$ cat src/cri_pkg.sv
// ----------------------------------------------------------------------------
// cri_pkg - shared types and constants of the register instruction executor
// Holds the decoded instruction format, status codes, condition codes and
// the helpers that compute them.
// ----------------------------------------------------------------------------
package cri_pkg;

	// Instruction address width default and queue depth
	localparam int ADDRESS_BITS_DEF = 15;
	localparam int QUEUE_DEPTH      = 2;

	// Field widths of the channels and the banked register file size
	localparam int DATA_W    = 8;
	localparam int OUT_ADDR_W = 15;
	localparam int NUM_BANKED = 6;
	localparam int BANK_IDX_W = $clog2(NUM_BANKED);

	// Upper status word keeps only these bits
	localparam logic [DATA_W-1:0] PSU_MASK = 8'hE7;

	// Lower status word bit positions
	localparam int PSL_BANK_BIT = 4;
	localparam int PSL_COM_BIT  = 1;
	localparam int PSL_CC_HI    = 7;
	localparam int PSL_CC_LO    = 6;

	// Opcode groups (upper six bits) and whole opcodes
	localparam logic [5:0] GRP_LODZ = 6'b000000;
	localparam logic [5:0] GRP_LODI = 6'b000001;
	localparam logic [5:0] GRP_EORZ = 6'b001000;
	localparam logic [5:0] GRP_ANDZ = 6'b010000;
	localparam logic [5:0] GRP_IORZ = 6'b011000;
	localparam logic [5:0] GRP_STRZ = 6'b110000;
	localparam logic [5:0] GRP_COMZ = 6'b111000;
	localparam logic [5:0] GRP_COMI = 6'b111001;
	localparam logic [7:0] OPC_ZERO = 8'h00;
	localparam logic [7:0] OPC_HALT = 8'h40;
	localparam logic [7:0] OPC_LPSU = 8'h92;
	localparam logic [7:0] OPC_LPSL = 8'h93;
	localparam logic [7:0] OPC_NOP  = 8'hC0;

	// Decoded operation
	typedef enum logic [3:0] {
		OP_LODZ,
		OP_LODI,
		OP_EORZ,
		OP_ANDZ,
		OP_IORZ,
		OP_LPSU,
		OP_LPSL,
		OP_NOP,
		OP_STRZ,
		OP_COMZ,
		OP_COMI,
		OP_HALT,
		OP_BAD
	} op_t;

	// Result status codes
	typedef enum logic [1:0] {
		STATUS_DONE = 2'd0,
		STATUS_HALT = 2'd1,
		STATUS_STOP = 2'd2
	} status_t;

	// Condition codes
	localparam logic [1:0] CC_ZERO = 2'b00;
	localparam logic [1:0] CC_POS  = 2'b01;
	localparam logic [1:0] CC_NEG  = 2'b10;

	// One decoded instruction waiting in the queue
	typedef struct packed {
		op_t              op;
		logic [1:0]       rsel;
		logic [DATA_W-1:0] imm;
	} instr_t;

	// Condition code of a value
	function automatic logic [1:0] cc_of(input logic [DATA_W-1:0] v);
		logic [1:0] cc;
		if (v == '0) begin
			cc = CC_ZERO;
		end else if (v[DATA_W-1]) begin
			cc = CC_NEG;
		end else begin
			cc = CC_POS;
		end
		return cc;
	endfunction

	// Condition code of a compare, unsigned when umode is set
	function automatic logic [1:0] cc_compare(input logic [DATA_W-1:0] a,
			input logic [DATA_W-1:0] b, input logic umode);
		logic gt;
		logic [1:0] cc;
		gt = umode ? (a > b) : ($signed(a) > $signed(b));
		if (a == b) begin
			cc = CC_ZERO;
		end else if (gt) begin
			cc = CC_POS;
		end else begin
			cc = CC_NEG;
		end
		return cc;
	endfunction

endpackage

$ cat src/cri_ifs.sv
// ----------------------------------------------------------------------------
// cri_ifs - channel interfaces of the register instruction executor
// Instruction channel and result channel, each with valid/ready handshake.
// ----------------------------------------------------------------------------
interface cri_cmd_if;
	logic                       valid;
	logic                       ready;
	logic [cri_pkg::DATA_W-1:0] func;
	logic [cri_pkg::DATA_W-1:0] immediate;

	modport source(output valid, func, immediate, input ready);
	modport sink(input valid, func, immediate, output ready);
endinterface

interface cri_rsp_if;
	logic                           valid;
	logic                           ready;
	logic [1:0]                     status;
	logic [cri_pkg::OUT_ADDR_W-1:0] next_address;
	logic [cri_pkg::DATA_W-1:0]     accumulator;
	logic [cri_pkg::DATA_W-1:0]     status_lower;
	logic [cri_pkg::DATA_W-1:0]     status_upper;

	modport source(output valid, status, next_address, accumulator, status_lower,
		status_upper, input ready);
	modport sink(input valid, status, next_address, accumulator, status_lower,
		status_upper, output ready);
endinterface

$ cat src/cri_front.sv
// ----------------------------------------------------------------------------
// cri_front - instruction intake and decode
// Accepts instruction beats while the queue has room and classifies the
// opcode into an operation and register select.
// ----------------------------------------------------------------------------
module cri_front (
	cri_cmd_if.sink            cmd,
	input  logic               full,
	output logic               push,
	output cri_pkg::instr_t    push_data
);

	logic [5:0] grp;
	logic [1:0] rsel;

	// Take a beat whenever the queue can hold it
	assign cmd.ready = !full;
	assign push      = cmd.valid && !full;

	assign grp  = cmd.func[7:2];
	assign rsel = cmd.func[1:0];

	// Classify the opcode
	always_comb begin
		push_data.rsel = rsel;
		push_data.imm  = cmd.immediate;
		push_data.op   = cri_pkg::OP_BAD;
		if (cmd.func == cri_pkg::OPC_ZERO) begin
			push_data.op = cri_pkg::OP_BAD;
		end else if (cmd.func == cri_pkg::OPC_HALT) begin
			push_data.op = cri_pkg::OP_HALT;
		end else if (cmd.func == cri_pkg::OPC_LPSU) begin
			push_data.op = cri_pkg::OP_LPSU;
		end else if (cmd.func == cri_pkg::OPC_LPSL) begin
			push_data.op = cri_pkg::OP_LPSL;
		end else if (cmd.func == cri_pkg::OPC_NOP) begin
			push_data.op = cri_pkg::OP_NOP;
		end else begin
			case (grp)
				cri_pkg::GRP_LODZ: push_data.op = cri_pkg::OP_LODZ;
				cri_pkg::GRP_LODI: push_data.op = cri_pkg::OP_LODI;
				cri_pkg::GRP_EORZ: push_data.op = cri_pkg::OP_EORZ;
				cri_pkg::GRP_ANDZ: push_data.op = cri_pkg::OP_ANDZ;
				cri_pkg::GRP_IORZ: push_data.op = cri_pkg::OP_IORZ;
				cri_pkg::GRP_STRZ: push_data.op = cri_pkg::OP_STRZ;
				cri_pkg::GRP_COMZ: push_data.op = cri_pkg::OP_COMZ;
				cri_pkg::GRP_COMI: push_data.op = cri_pkg::OP_COMI;
				default:           push_data.op = cri_pkg::OP_BAD;
			endcase
		end
	end

endmodule

$ cat src/cri_queue.sv
// ----------------------------------------------------------------------------
// cri_queue - short instruction queue between decode and execute
// Circular buffer of decoded instructions; lets each side stall on its own.
// ----------------------------------------------------------------------------
module cri_queue (
	input  logic            clk,
	input  logic            arst_n,
	input  logic            push,
	input  cri_pkg::instr_t push_data,
	output logic            full,
	input  logic            pop,
	output logic            pop_valid,
	output cri_pkg::instr_t pop_data
);

	localparam int DEPTH = cri_pkg::QUEUE_DEPTH;
	localparam int PTR_W = (DEPTH > 1) ? $clog2(DEPTH) : 1;
	localparam int CNT_W = $clog2(DEPTH + 1);

	cri_pkg::instr_t  slot_q [DEPTH];
	logic [PTR_W-1:0] wr_ptr_q;
	logic [PTR_W-1:0] rd_ptr_q;
	logic [CNT_W-1:0] count_q;

	assign full      = (count_q == CNT_W'(DEPTH));
	assign pop_valid = (count_q != '0);
	assign pop_data  = slot_q[rd_ptr_q];

	// Advance pointers and occupancy
	always_ff @(posedge clk or negedge arst_n) begin
		if (!arst_n) begin
			wr_ptr_q <= '0;
			rd_ptr_q <= '0;
			count_q  <= '0;
		end else begin
			if (push) begin
				wr_ptr_q <= (wr_ptr_q == PTR_W'(DEPTH - 1)) ? '0 : wr_ptr_q + 1'b1;
			end
			if (pop && pop_valid) begin
				rd_ptr_q <= (rd_ptr_q == PTR_W'(DEPTH - 1)) ? '0 : rd_ptr_q + 1'b1;
			end
			if (push && !(pop && pop_valid)) begin
				count_q <= count_q + 1'b1;
			end else if (!push && pop && pop_valid) begin
				count_q <= count_q - 1'b1;
			end
		end
	end

	// Store an entry
	always_ff @(posedge clk) begin
		if (push) begin
			slot_q[wr_ptr_q] <= push_data;
		end
	end

endmodule

$ cat src/cri_back.sv
// ----------------------------------------------------------------------------
// cri_back - instruction execute and result register
// Holds the register file, status words and address, executes one queued
// instruction per cycle while the result is not stalled and registers the result beat.
// ----------------------------------------------------------------------------
module cri_back #(
	parameter int ADDRESS_BITS = cri_pkg::ADDRESS_BITS_DEF
) (
	input  logic            clk,
	input  logic            arst_n,
	input  logic            q_valid,
	input  cri_pkg::instr_t q_data,
	output logic            pop,
	cri_rsp_if.source       rsp
);

	localparam int DW = cri_pkg::DATA_W;
	localparam int OW = cri_pkg::OUT_ADDR_W;
	localparam int BW = cri_pkg::BANK_IDX_W;

	// Architectural state
	logic [DW-1:0]           r0_q;
	logic [DW-1:0]           bank_q [cri_pkg::NUM_BANKED];
	logic [DW-1:0]           psl_q;
	logic [DW-1:0]           psu_q;
	logic [ADDRESS_BITS-1:0] addr_q;
	logic                    stop_q;
	logic                    out_valid_q;

	// Execute results
	logic [BW-1:0]           bank_idx;
	logic [DW-1:0]           rv;
	logic [DW-1:0]           r0_d;
	logic [DW-1:0]           psl_d;
	logic [DW-1:0]           psu_d;
	logic                    bank_we;
	logic [DW-1:0]           bank_wd;
	logic                    cc_set;
	logic [1:0]              cc_new;
	logic                    adv2;
	cri_pkg::status_t        status_d;
	logic [ADDRESS_BITS-1:0] addr_d;
	logic [ADDRESS_BITS+OW-1:0] addr_ext;
	logic                    exec;

	// Pop when the result register is free or being drained
	assign pop  = q_valid && (!out_valid_q || rsp.ready);
	assign exec = pop && !stop_q;

	// Select the banked register for R1..R3
	always_comb begin
		bank_idx = '0;
		if (q_data.rsel != 2'd0) begin
			bank_idx = BW'(q_data.rsel) - BW'(1) +
				(psl_q[cri_pkg::PSL_BANK_BIT] ? BW'(3) : BW'(0));
		end
		rv = (q_data.rsel == 2'd0) ? r0_q : bank_q[bank_idx];
	end

	// Execute one instruction
	always_comb begin
		r0_d     = r0_q;
		psl_d    = psl_q;
		psu_d    = psu_q;
		bank_we  = 1'b0;
		bank_wd  = r0_q;
		cc_set   = 1'b0;
		cc_new   = cri_pkg::CC_ZERO;
		adv2     = 1'b0;
		status_d = cri_pkg::STATUS_DONE;
		case (q_data.op)
			cri_pkg::OP_LODZ: begin
				r0_d   = rv;
				cc_set = 1'b1;
				cc_new = cri_pkg::cc_of(rv);
			end
			cri_pkg::OP_LODI: begin
				if (q_data.rsel == 2'd0) begin
					r0_d = q_data.imm;
				end else begin
					bank_we = 1'b1;
					bank_wd = q_data.imm;
				end
				cc_set = 1'b1;
				cc_new = cri_pkg::cc_of(q_data.imm);
				adv2   = 1'b1;
			end
			cri_pkg::OP_EORZ: begin
				r0_d   = r0_q ^ rv;
				cc_set = 1'b1;
				cc_new = cri_pkg::cc_of(r0_q ^ rv);
			end
			cri_pkg::OP_ANDZ: begin
				r0_d   = r0_q & rv;
				cc_set = 1'b1;
				cc_new = cri_pkg::cc_of(r0_q & rv);
			end
			cri_pkg::OP_IORZ: begin
				r0_d   = r0_q | rv;
				cc_set = 1'b1;
				cc_new = cri_pkg::cc_of(r0_q | rv);
			end
			cri_pkg::OP_LPSU: begin
				psu_d = r0_q & cri_pkg::PSU_MASK;
			end
			cri_pkg::OP_LPSL: begin
				psl_d = r0_q;
			end
			cri_pkg::OP_NOP: begin
				cc_set = 1'b0;
			end
			cri_pkg::OP_STRZ: begin
				bank_we = 1'b1;
				bank_wd = r0_q;
				cc_set  = 1'b1;
				cc_new  = cri_pkg::cc_of(r0_q);
			end
			cri_pkg::OP_COMZ: begin
				cc_set = 1'b1;
				cc_new = cri_pkg::cc_compare(r0_q, rv, psl_q[cri_pkg::PSL_COM_BIT]);
			end
			cri_pkg::OP_COMI: begin
				cc_set = 1'b1;
				cc_new = cri_pkg::cc_compare(rv, q_data.imm, psl_q[cri_pkg::PSL_COM_BIT]);
				adv2   = 1'b1;
			end
			cri_pkg::OP_HALT: begin
				status_d = cri_pkg::STATUS_HALT;
			end
			default: begin
				status_d = cri_pkg::STATUS_STOP;
			end
		endcase
		if (cc_set) begin
			psl_d[cri_pkg::PSL_CC_HI:cri_pkg::PSL_CC_LO] = cc_new;
		end
		addr_d   = addr_q + (adv2 ? ADDRESS_BITS'(2) : ADDRESS_BITS'(1));
		addr_ext = {{OW{1'b0}}, addr_d};
	end

	// Update state and result handshake
	always_ff @(posedge clk or negedge arst_n) begin
		if (!arst_n) begin
			r0_q        <= '0;
			psl_q       <= '0;
			psu_q       <= '0;
			addr_q      <= '0;
			stop_q      <= 1'b0;
			out_valid_q <= 1'b0;
			for (int i = 0; i < cri_pkg::NUM_BANKED; i++) begin
				bank_q[i] <= '0;
			end
		end else begin
			if (exec) begin
				r0_q        <= r0_d;
				psl_q       <= psl_d;
				psu_q       <= psu_d;
				addr_q      <= addr_d;
				stop_q      <= (status_d != cri_pkg::STATUS_DONE);
				out_valid_q <= 1'b1;
				if (bank_we) begin
					bank_q[bank_idx] <= bank_wd;
				end
			end else if (rsp.ready) begin
				out_valid_q <= 1'b0;
			end
		end
	end

	// Hold the result payload
	always_ff @(posedge clk) begin
		if (exec) begin
			rsp.status       <= status_d;
			rsp.next_address <= addr_ext[OW-1:0];
			rsp.accumulator  <= r0_d;
			rsp.status_lower <= psl_d;
			rsp.status_upper <= psu_d & cri_pkg::PSU_MASK;
		end
	end

	assign rsp.valid = out_valid_q;

endmodule

$ cat src/cpu_register_instruction_executor_core.sv
// ----------------------------------------------------------------------------
// cpu_register_instruction_executor_core - 2650-style register subset unit
// Decodes and executes one register instruction per beat and returns the
// accumulator, status words, next address and an execution status.
//
//   Channel  Dir  Payload                                            Beats
//   cmd      in   func[7:0], immediate[7:0]                          1 per instr
//   rsp      out  status[1:0], next_address[14:0], accumulator[7:0], 0 or 1
//                 status_lower[7:0], status_upper[7:0]
//
// One instruction per cycle sustained while the result channel is not stalled;
// a result is registered from the combinational execute of the register file
// and condition code as the instruction leaves the queue.
// A two-entry queue separates decode from execute; a stalled result stalls
// execute only, and intake continues until the queue fills.
// After HALT, opcode 00 or an unknown opcode, further beats are accepted and
// dropped with no result until reset.
// Reset clears all registers, status words, the address and the queue.
// ----------------------------------------------------------------------------
module cpu_register_instruction_executor_core #(
	parameter int ADDRESS_BITS = cri_pkg::ADDRESS_BITS_DEF
) (
	input logic       clk,
	input logic       arst_n,
	cri_cmd_if.sink   cmd,
	cri_rsp_if.source rsp
);

	logic            push;
	cri_pkg::instr_t push_data;
	logic            full;
	logic            pop;
	logic            q_valid;
	cri_pkg::instr_t q_data;

	// Intake and decode
	cri_front u_front (
		.cmd       (cmd),
		.full      (full),
		.push      (push),
		.push_data (push_data)
	);

	// Decoupling queue
	cri_queue u_queue (
		.clk       (clk),
		.arst_n    (arst_n),
		.push      (push),
		.push_data (push_data),
		.full      (full),
		.pop       (pop),
		.pop_valid (q_valid),
		.pop_data  (q_data)
	);

	// Execute and result register
	cri_back #(
		.ADDRESS_BITS (ADDRESS_BITS)
	) u_back (
		.clk     (clk),
		.arst_n  (arst_n),
		.q_valid (q_valid),
		.q_data  (q_data),
		.pop     (pop),
		.rsp     (rsp)
	);

endmodule
$ cat src/flat_wrapper.sv
// flat-port wrapper written by rule: the top's interface ports become plain ports
module cpu_register_instruction_executor_core_flat 
#(
	parameter int ADDRESS_BITS = cri_pkg::ADDRESS_BITS_DEF
)
  (clk, arst_n, cmd_valid, cmd_func, cmd_immediate, cmd_ready, rsp_valid, rsp_status, rsp_next_address, rsp_accumulator, rsp_status_lower, rsp_status_upper, rsp_ready);
  cri_cmd_if cmd_i ();
  cri_rsp_if rsp_i ();
  input logic clk;
  input logic arst_n;
  input wire logic [$bits(cmd_i.valid)-1:0] cmd_valid;
  input wire logic [$bits(cmd_i.func)-1:0] cmd_func;
  input wire logic [$bits(cmd_i.immediate)-1:0] cmd_immediate;
  output wire logic [$bits(cmd_i.ready)-1:0] cmd_ready;
  output wire logic [$bits(rsp_i.valid)-1:0] rsp_valid;
  output wire logic [$bits(rsp_i.status)-1:0] rsp_status;
  output wire logic [$bits(rsp_i.next_address)-1:0] rsp_next_address;
  output wire logic [$bits(rsp_i.accumulator)-1:0] rsp_accumulator;
  output wire logic [$bits(rsp_i.status_lower)-1:0] rsp_status_lower;
  output wire logic [$bits(rsp_i.status_upper)-1:0] rsp_status_upper;
  input wire logic [$bits(rsp_i.ready)-1:0] rsp_ready;
  assign cmd_i.valid = cmd_valid;
  assign cmd_i.func = cmd_func;
  assign cmd_i.immediate = cmd_immediate;
  assign cmd_ready = cmd_i.ready;
  assign rsp_valid = rsp_i.valid;
  assign rsp_status = rsp_i.status;
  assign rsp_next_address = rsp_i.next_address;
  assign rsp_accumulator = rsp_i.accumulator;
  assign rsp_status_lower = rsp_i.status_lower;
  assign rsp_status_upper = rsp_i.status_upper;
  assign rsp_i.ready = rsp_ready;
  cpu_register_instruction_executor_core #(.ADDRESS_BITS(ADDRESS_BITS)) u_core (.clk(clk), .arst_n(arst_n), .cmd(cmd_i), .rsp(rsp_i));
endmodule
$ cat config.mk
export PLATFORM = sky130hd
export DESIGN_NAME = cpu_register_instruction_executor_core_flat
export DESIGN_NICKNAME = d
export VERILOG_FILES = /design/src/cri_pkg.sv /design/src/cri_ifs.sv /design/src/cri_front.sv /design/src/cri_queue.sv /design/src/cri_back.sv /design/src/cpu_register_instruction_executor_core.sv /design/src/flat_wrapper.sv
export SDC_FILE = /design/constraint.sdc
export NUM_CORES = 1
export LEC_CHECK = 0
export BUFFER_PORTS_ARGS = -buffer_cell sky130_fd_sc_hd__buf_2
export CORE_UTILIZATION = 55
export CTS_CLUSTER_SIZE = 10
export DETAILED_ROUTE_END_ITERATION = 10
export GPL_TIMING_DRIVEN = 0
export HOLD_SLACK_MARGIN = 0.03
export PLACE_DENSITY = 0.77
export SKIP_LAST_GASP = 1
export SLEW_MARGIN = 0
export SYNTH_ARGS = -nofsm -noshare
export SYNTH_HDL_FRONTEND = slang
export SYNTH_SLANG_ARGS = --single-unit
export TNS_END_PERCENT = 20
$ cat constraint.sdc
create_clock -name clk -period 4.4 [get_ports clk]
set_clock_uncertainty 0.15 [all_clocks]
set_input_delay 0.44 -clock clk [delete_from_list [all_inputs] [get_ports clk]]
set_output_delay 0.44 -clock clk [all_outputs]
set_load 0.05 [all_outputs]
== Word level (Yosys, flattened, before mapping) ==
Memory sizes are Yosys's and may differ from the RTL's.
Cells that the tools add are included.

* Divide/modulo/power cells: 0
* Reductions and logical operators: 33
* Magnitude comparators: 6
* Muxes and demuxes: 55
* Equal/unequal tests: 25
* Shift operators: 0
* Bitwise logic cells: 4
* $mul: 0
* Add/sub/neg operators: 7

{| class="wikitable"
|+ Operator list
! cell !! number
|-
| 8-bit two-way mux || 9
|-
| 8-bit zero test || 7
|-
| 48-bit bitwise mux || 1
|-
| 2-bit two-way mux || 21
|-
| 8-bit case mux with 5 select lines || 1
|-
| 8-bit greater-than comparator || 4
|-
| 4-bit case mux with 8 select lines || 1
|-
| 8-bit binary-select mux with 3-bit select || 1
|-
| 8-bit demux with 3-bit select || 1
|-
| 8-bit == test (second input constant) || 3
|-
| 4-bit two-way mux || 5
|-
| 6-bit == test (second input constant) || 3
|-
| 4-bit by 3-bit == test with 1-bit output (second input constant) || 4
|-
| 4-bit == test (second input constant) || 4
|-
| 8-bit == test || 2
|-
| 2-bit case mux with 8 select lines || 1
|-
| 15-bit by 2-bit adder with 15-bit output || 1
|-
| 6-bit by 5-bit == test with 1-bit output (second input constant) || 2
|-
| 1-bit two-way mux || 11
|-
| 11-bit OR reduction || 1
|-
| 2-bit nonzero test || 5
|-
| 8-bit AND || 1
|-
| 4-bit by 2-bit == test with 1-bit output (second input constant) || 2
|-
| 8-bit by 7-bit == test with 1-bit output (second input constant) || 1
|-
| 26 further kinds || 38
|}

* Output and inout bits: 43
* Flip-flop bits (word level): 130
* Bits in writable memories: 28
* Bits of input ports: 20
* Memories: 1
* ROM bits: 0
* Latch bits: 0

{| class="wikitable"
|+ Memory list
! name !! words !! width !! rd ports !! clocked after Yosys merged registers in !! write ports !! line !! RTL
|-
| u_core.u_queue.slot_q || 2 || 14 || 1 || 0 || 1 || cri_queue.sv:20 || <nowiki>cri_pkg::instr_t slot_q [DEPTH];</nowiki>
|}

== Longest topological paths before layout ==
An unclocked memory read counts as a cell.

* Word-level depth: 15
* Gate-level depth with buffers: 23
* Depth with buffers taken out: 17

== By module ==
A second synthesis with hierarchy kept.

* Cells, all modules: 821
* Area, all modules: 8,644.5 um^2

{| class="wikitable"
|+ By module, submodules not included
! module !! cells an instance !! sequential area each (um^2) !! times used !! area an instance (um^2)
|-
| cri_back || 710 || 3,348.2 || 1 || 7,049.3
|-
| cri_queue || 64 || 940.9 || 1 || 1,266.2
|-
| cri_front || 47 || 0.0 || 1 || 329.1
|}

== Worst setup path before layout ==
Ideal clock, no wire load.

* Path type: reg-to-reg
* From: reg u_core.u_queue.rd_ptr_q
* To: reg u_core.u_back.psl_q[6]
* Arrival time: 4,607 ps
* Cell stages (with the launch flop): 22
* Setup time: 125 ps
* Path buffers: 4
* Clock period less this slack: 4,882 ps
* Required time: 4,125 ps
* Slack: -482 ps
* Cells stage by stage: dfrtp_1 buf_2 buf_4 buf_2 buf_2 mux2i_1 ha_1 inv_1 ha_1 xor2_1 mux4_2 a211oi_1 or2_1 inv_1 ha_1 nor4_1 a21oi_1 nand2_1 o21ai_0 a2111oi_0 o2111ai_1 mux2_4

* Cells in the longest elaborated chain, start to end: 15
* Elaborated cells on any way between the ends: 55

{| class="wikitable"
|+ RTL lines
! what !! line !! RTL
|-
| start, declared || cri_queue.sv:22 || <nowiki>logic [PTR_W-1:0] rd_ptr_q;</nowiki>
|-
| start signal, assigned || cri_queue.sv:40 || <nowiki>rd_ptr_q <= (rd_ptr_q == PTR_W'(DEPTH - 1)) ? '0 : rd_ptr_q + 1'b1;</nowiki>
|-
| memory read 2 x 14 bit * || n/a ||
|-
| 2-bit by 1-bit subtractor with 3-bit output || cri_back.sv:54 || <nowiki>bank_idx = BW'(q_data.rsel) - BW'(1) +</nowiki>
|-
| 3-bit by 2-bit adder with 3-bit output || cri_back.sv:54 ||
|-
| 3-bit two-way mux || cri_back.sv:53 || <nowiki>if (q_data.rsel != 2'd0) begin</nowiki>
|-
| 3-bit NOT with 4-bit output (implied by the code) || cri_back.sv:57 || <nowiki>rv = (q_data.rsel == 2'd0) ? r0_q : bank_q[bank_idx];</nowiki>
|-
| 8-bit binary-select mux with 3-bit select || cri_back.sv:57 ||
|-
| 8-bit two-way mux (implied by the code) (2 in a row) || cri_back.sv:57 ||
|-
| 8-bit two-way mux || cri_back.sv:57 ||
|-
| 8-bit greater-than comparator || cri_pkg.sv:96 || <nowiki>gt = umode ? (a > b) : ($signed(a) > $signed(b));</nowiki>
|-
| 1-bit two-way mux || cri_pkg.sv:96 ||
|-
| 2-bit two-way mux || cri_pkg.sv:99 || <nowiki>end else if (gt) begin</nowiki>
|-
| 2-bit two-way mux || cri_pkg.sv:97 || <nowiki>if (a == b) begin</nowiki>
|-
| 2-bit case mux with 8 select lines || cri_back.sv:71 || <nowiki>case (q_data.op)</nowiki>
|-
| 2-bit two-way mux * || cri_back.sv:134 || <nowiki>if (cc_set) begin</nowiki>
|-
| named net u_core.u_back.psl_d[6] || cri_back.sv:34 || <nowiki>logic [DW-1:0] psl_d;</nowiki>
|-
| end signal, assigned || cri_back.sv:156 || <nowiki>psl_q <= psl_d;</nowiki>
|-
| end, declared || cri_back.sv:24 || <nowiki>logic [DW-1:0] psl_q;</nowiki>
|}

Mark *: on every way through the listed nets, which the timed path passes. The rest lies on a longest branch. The select of a mux whose other input is x is not followed.
A chain may end at the register's enable or synchronous reset.

== Worst setup path after layout ==
* From: reg u_core.u_queue.rd_ptr_q
* To: reg u_core.u_back.rsp.status_lower[7], data pin

* Cells in the longest elaborated chain, start to end: 15
* Elaborated cells on any way between the ends: 55

{| class="wikitable"
|+ RTL lines
! what !! line !! RTL
|-
| memory read 2 x 14 bit * || n/a ||
|-
| 2-bit by 1-bit subtractor with 3-bit output || cri_back.sv:54 ||
|-
| 3-bit by 2-bit adder with 3-bit output || cri_back.sv:54 ||
|-
| 3-bit two-way mux || cri_back.sv:53 ||
|-
| 3-bit NOT with 4-bit output (implied by the code) || cri_back.sv:57 ||
|-
| 8-bit binary-select mux with 3-bit select || cri_back.sv:57 ||
|-
| 8-bit two-way mux (implied by the code) (2 in a row) || cri_back.sv:57 ||
|-
| 8-bit two-way mux || cri_back.sv:57 ||
|-
| 8-bit greater-than comparator || cri_pkg.sv:96 ||
|-
| 1-bit two-way mux || cri_pkg.sv:96 ||
|-
| 2-bit two-way mux || cri_pkg.sv:99 ||
|-
| 2-bit two-way mux || cri_pkg.sv:97 ||
|-
| 2-bit case mux with 8 select lines || cri_back.sv:71 ||
|-
| 2-bit two-way mux * || cri_back.sv:134 ||
|-
| named net u_core.u_back.psl_d[7] || cri_back.sv:34 ||
|-
| end signal, assigned || cri_back.sv:176 || <nowiki>rsp.status_lower <= psl_d;</nowiki>
|-
| end, declared || cri_ifs.sv:24 || <nowiki>modport source(output valid, status, next_address, accumulator, status_lower,</nowiki>
|}

Marked as above.

==> impl_metrics.yaml <==
detailed_routing:
  dr.pass1.iters: 8
  drc_errors: 4
  via_per_inst: 6.043
  post_drt_wl_per_cell_um: 19.57
  drt_iter0_drc: 432
  totalWireLength_mm: 20.51
  ant_nets: 0
  vias: 6333
timing:
  tightest_slew_ns: 1.096
  setup_tns_ns: -0.03071
  setup_viol: 2
  period_share: 1.004
  slew_headroom: 0.2664
  setup_ws_ns: -0.01808
  final.min_clock_period_ns: 4.418
  hold_viol_final: 0
  finalMaxSlewViolations: 0
  fmax_ghz: 0.2263
  rsz0062_at_grt: "yes"
critical_path:
  worst-r2r-cell-count: 18
  critical_path.top_delay_family: "simple AND/OR/NAND/NOR gates"
  cp.required_ns: 4.38
  path_cells: "buf_12, mux2i_1, ha_1, inv_2, ha_4, mux4_2, and4_4, a221oi_4, buf_6, ha_4, nor4b_4, nand3_2, buf_4, nand3_1, and3b_1, nor4bb_1, buf_4, a21oi_1"
  max_stage_delay_ns: 0.54
  r2r-end: "u_core.u_back.rsp.status_lower[7]$_DFFE_PP_"
  r2r_start: "u_core.u_queue.rd_ptr_q$_DFFE_PN0P_"
  worst-path-max-fanout: 6
  crit_path_start_kind: "flip-flop"
  critical_path_arrival_ns: 4.39
  cp-end-kind: "flip-flop"
  cp_num_cells: 18
  crit_slowest_cell: "mux4_2"
  r2r_setup_slack_ns: -0.02
  critPathKind: "reg -> reg"
  crit_buf_inv: 5
global_routing:
  use_met1: 0.3576
  use_met3: 0.05434
  overflow: 0
  grt_use_met2: 0.4574
  grt_pass1_wl_mm: 33.52
  antenna_found_initial: 0
  busiest_layer: "met2"
  grt_max_degree: 71
  grt_pass1_vias: 6444
  grt.total_usage: 0.2775
die:
  initial_core_util: 0.5690
  rows: 44
  die_w_um: 125.3
  num_io_pins: 63
  die_area_um2: 15710
  core_area_um2: 14700
  die_h_um: 125.3
power:
  irDropWorstVdd_mv: 0.4582
  finalPower_mw: 6.261
  power_density_nw_per_um2: 623.1
  p_leak_nw: 4.502
run:
  maxCapViolations: 0
synth:
  syn-cell-area_um2: 8364
  ys_seq_area_frac: 0.5128
  synthSimpleGateAreaFrac: 0.1309
  synth-seq-cells: 158
  synth_edf_count: 67
  syn_inst: 747
  synth_warnings: 0
  synthXorXnorAreaFrac: 0.03560
  synthAdderAreaFrac: 0.05774
  syn-mean-instance-area_um2: 11.20
  async_flop_share: 0.5759
  synth_mux_area_frac: 0.1137
  synth_top_flop_cell: "dfrtp_1"
  synth_cell_types: 76
  synth_top_family_by_area: "simple AND/OR/NAND/NOR gates"
  synth_compound_area_frac: 0.1164
clock_network:
  clk_pin_slew_ns: 0.06
  insertion_delay_ns: 0.42
  cts_tree: "yes"
  h-tree-depth: 4
  cts_root_buffer: "clkbuf_16"
  clock-sinks: 158
  cts-buffers-inserted: 17
  clk_path_buf_depth: 2
finish:
  syn2layout_area_growth_pct: 20.12
  final_nets: 909
  drive_gt1_frac: 0.2488
  n_antenna_cell: 0
status:
  status: "finished with violations"
  violations: "design-rule violations, negative setup slack"
place:
  preCtsSetupSlack_ns: -0.7579
  place.gp.congestion: 0.9801
  place.detailed.hpwl_mm: 14.80
  numPortBuffers: 57
min_path:
  hold_end: "u_core.u_queue.slot_q[0][7]$_DFFE_PP_"
  min_path_cells: 1
  hold_start: "cmd_immediate[7]"
  hold_path_class: "in -> reg"
## Yosys cell counts (4+ instances only)
| master | instances | area share |
|---|---|---|
| nor2_1 | 39 | 0.018 |
| buf_2 | 9 | 0.0054 |
| a22o_1 | 5 | 0.0052 |
| a21oi_1 | 29 | 0.017 |
| xnor2_1 | 17 | 0.018 |
| clkbuf_1 | 16 | 0.0072 |
| and4_1 | 5 | 0.0052 |
| nor3_1 | 13 | 0.0078 |
| nor2_2 | 4 | 0.0030 |
| nand3_1 | 14 | 0.0084 |
| a211oi_1 | 5 | 0.0045 |
| o221ai_1 | 5 | 0.0052 |
| mux2_2 | 31 | 0.042 |
| edfxtp_1 | 67 | 0.24 |
| a21o_1 | 6 | 0.0054 |
| nor2b_1 | 4 | 0.0030 |
| xor2_1 | 17 | 0.018 |
| and3_1 | 5 | 0.0037 |
| o21ai_0 | 40 | 0.024 |
| nor4_1 | 5 | 0.0037 |
| ha_1 | 37 | 0.055 |
| mux2_1 | 25 | 0.034 |
| a22oi_1 | 8 | 0.0072 |
| dfrtp_1 | 91 | 0.27 |
| nand2b_1 | 4 | 0.0030 |
| nand3b_1 | 4 | 0.0036 |
| mux4_2 | 6 | 0.016 |
| or3b_1 | 4 | 0.0042 |
| mux2i_1 | 17 | 0.020 |
| nor3b_1 | 4 | 0.0036 |
| inv_1 | 31 | 0.014 |
| nand2_1 | 100 | 0.045 |
| o21ai_1 | 5 | 0.0030 |
## per-layer routing
layer	part of all wire	wire, µm
met1	0.44	8963
met5	0	0
met4	0.032	665
met2	0.48	9914
met3	0.047	967
## sequential cells by signal, indices dropped and copies added, names as in the netlist, 6 cells and up
register	flops
u_core.u_back.rsp.status_upper	6
u_core.u_back.psl_q	8
u_core.u_back.rsp.accumulator	8
u_core.u_back.r0_q	8
u_core.u_back.rsp.next_address	15
u_core.u_back.rsp.status_lower	8
u_core.u_back.psu_q	6
u_core.u_back.addr_q	15
u_core.u_queue.slot_q	28
u_core.u_back.bank_q	48
## worst max path at each step
| stage | from | endpoint | slack [ns] |
|---|---|---|---|
| after CTS | u_core.u_queue.rd_ptr_q$_DFFE_PN0P_ | u_core.u_back.psl_q[6]$_DFFE_PN0P_ | -0.12 |
| final | u_core.u_queue.rd_ptr_q$_DFFE_PN0P_ | u_core.u_back.rsp.status_lower[7]$_DFFE_PP_ | -0.02 |
| after global routing | u_core.u_queue.rd_ptr_q$_DFFE_PN0P_ | u_core.u_back.psl_q[6]$_DFFE_PN0P_ | -0.14 |
| after global placement | u_core.u_queue.rd_ptr_q$_DFFE_PN0P_ | u_core.u_back.psl_q[6]$_DFFE_PN0P_ | -0.69 |
| after detailed placement | u_core.u_queue.rd_ptr_q$_DFFE_PN0P_ | u_core.u_back.psl_q[6]$_DFFE_PN0P_ | -0.76 |
| after floorplan | u_core.u_queue.rd_ptr_q$_DFFE_PN0P_ | u_core.u_back.rsp.status_lower[7]$_DFFE_PP_ | -0.003 |
## layout make-up
| type | count | area [µm²] |
|---|---|---|
| clock inverters | 7 | 93.84 |
| plain buffers | 26 | 141.4 |
| fillers | 1101 | 4652 |
| well taps | 184 | 230.2 |
| multi-input cells | 526 | 4063 |
| repair buffers | 88 | 570.5 |
| clock buffers | 25 | 529.3 |
| inverters | 34 | 128.9 |
| flip-flops and latches | 158 | 4290 |
## through the flow
step	area, µm²	utilization	std cells	hold WS, ns
final	10050	0.6835	1048	0.05405
after detailed placement	9014	0.6132	991	0.2153
after floorplan	8447	-	748	-0.005591
after global placement	8962	0.6097	989	0.2957
after global routing	10050	0.6835	1048	0.04231
after CTS	9936	0.6759	1042	0.04288
## placed cells by master (no fill, tap or decap), drive strengths merged, types with 8 or more instances in the layout
cell,count
a21oi,29
a22oi,8
buf,97
clkbuf,41
dfrtp,91
edfxtp,67
ha,37
inv,35
mux2,57
mux2i,17
nand2,101
nand3,16
nor2,43
nor3,13
o21ai,45
xnor2,17
xor2,17
## power by group
| part | switching [mW] | internal (mW) |
|---|---|---|
| combinational | 1.63 | 1.19 |
| sequential | 0.164 | 1.75 |
| clock | 0.568 | 0.954 |
| total | 2.37 | 3.90 |
## cells by family (layout without fill, tap and decap cells)
group,after synthesis,after routing
adders and majority gates,38,38
DFF,158,158
buffers and inverters,64,180
AOI/OAI and AO/OA,146,146
muxes,80,80
other,1,2
and+or+nand+nor,226,226
xor gates and xnor gates,34,34
## repair_timing
action / in CTS / in global routing
buffers inserted: 21 / 7
gates resized for setup: 31 / 16
endpoints found under the hold margin: 21 / 0
endpoints found under the setup margin: 17 / 5
hold buffers: 1 / 0
pin swaps: 15 / 11
Note: power is estimated with default switching activity, not from simulation.
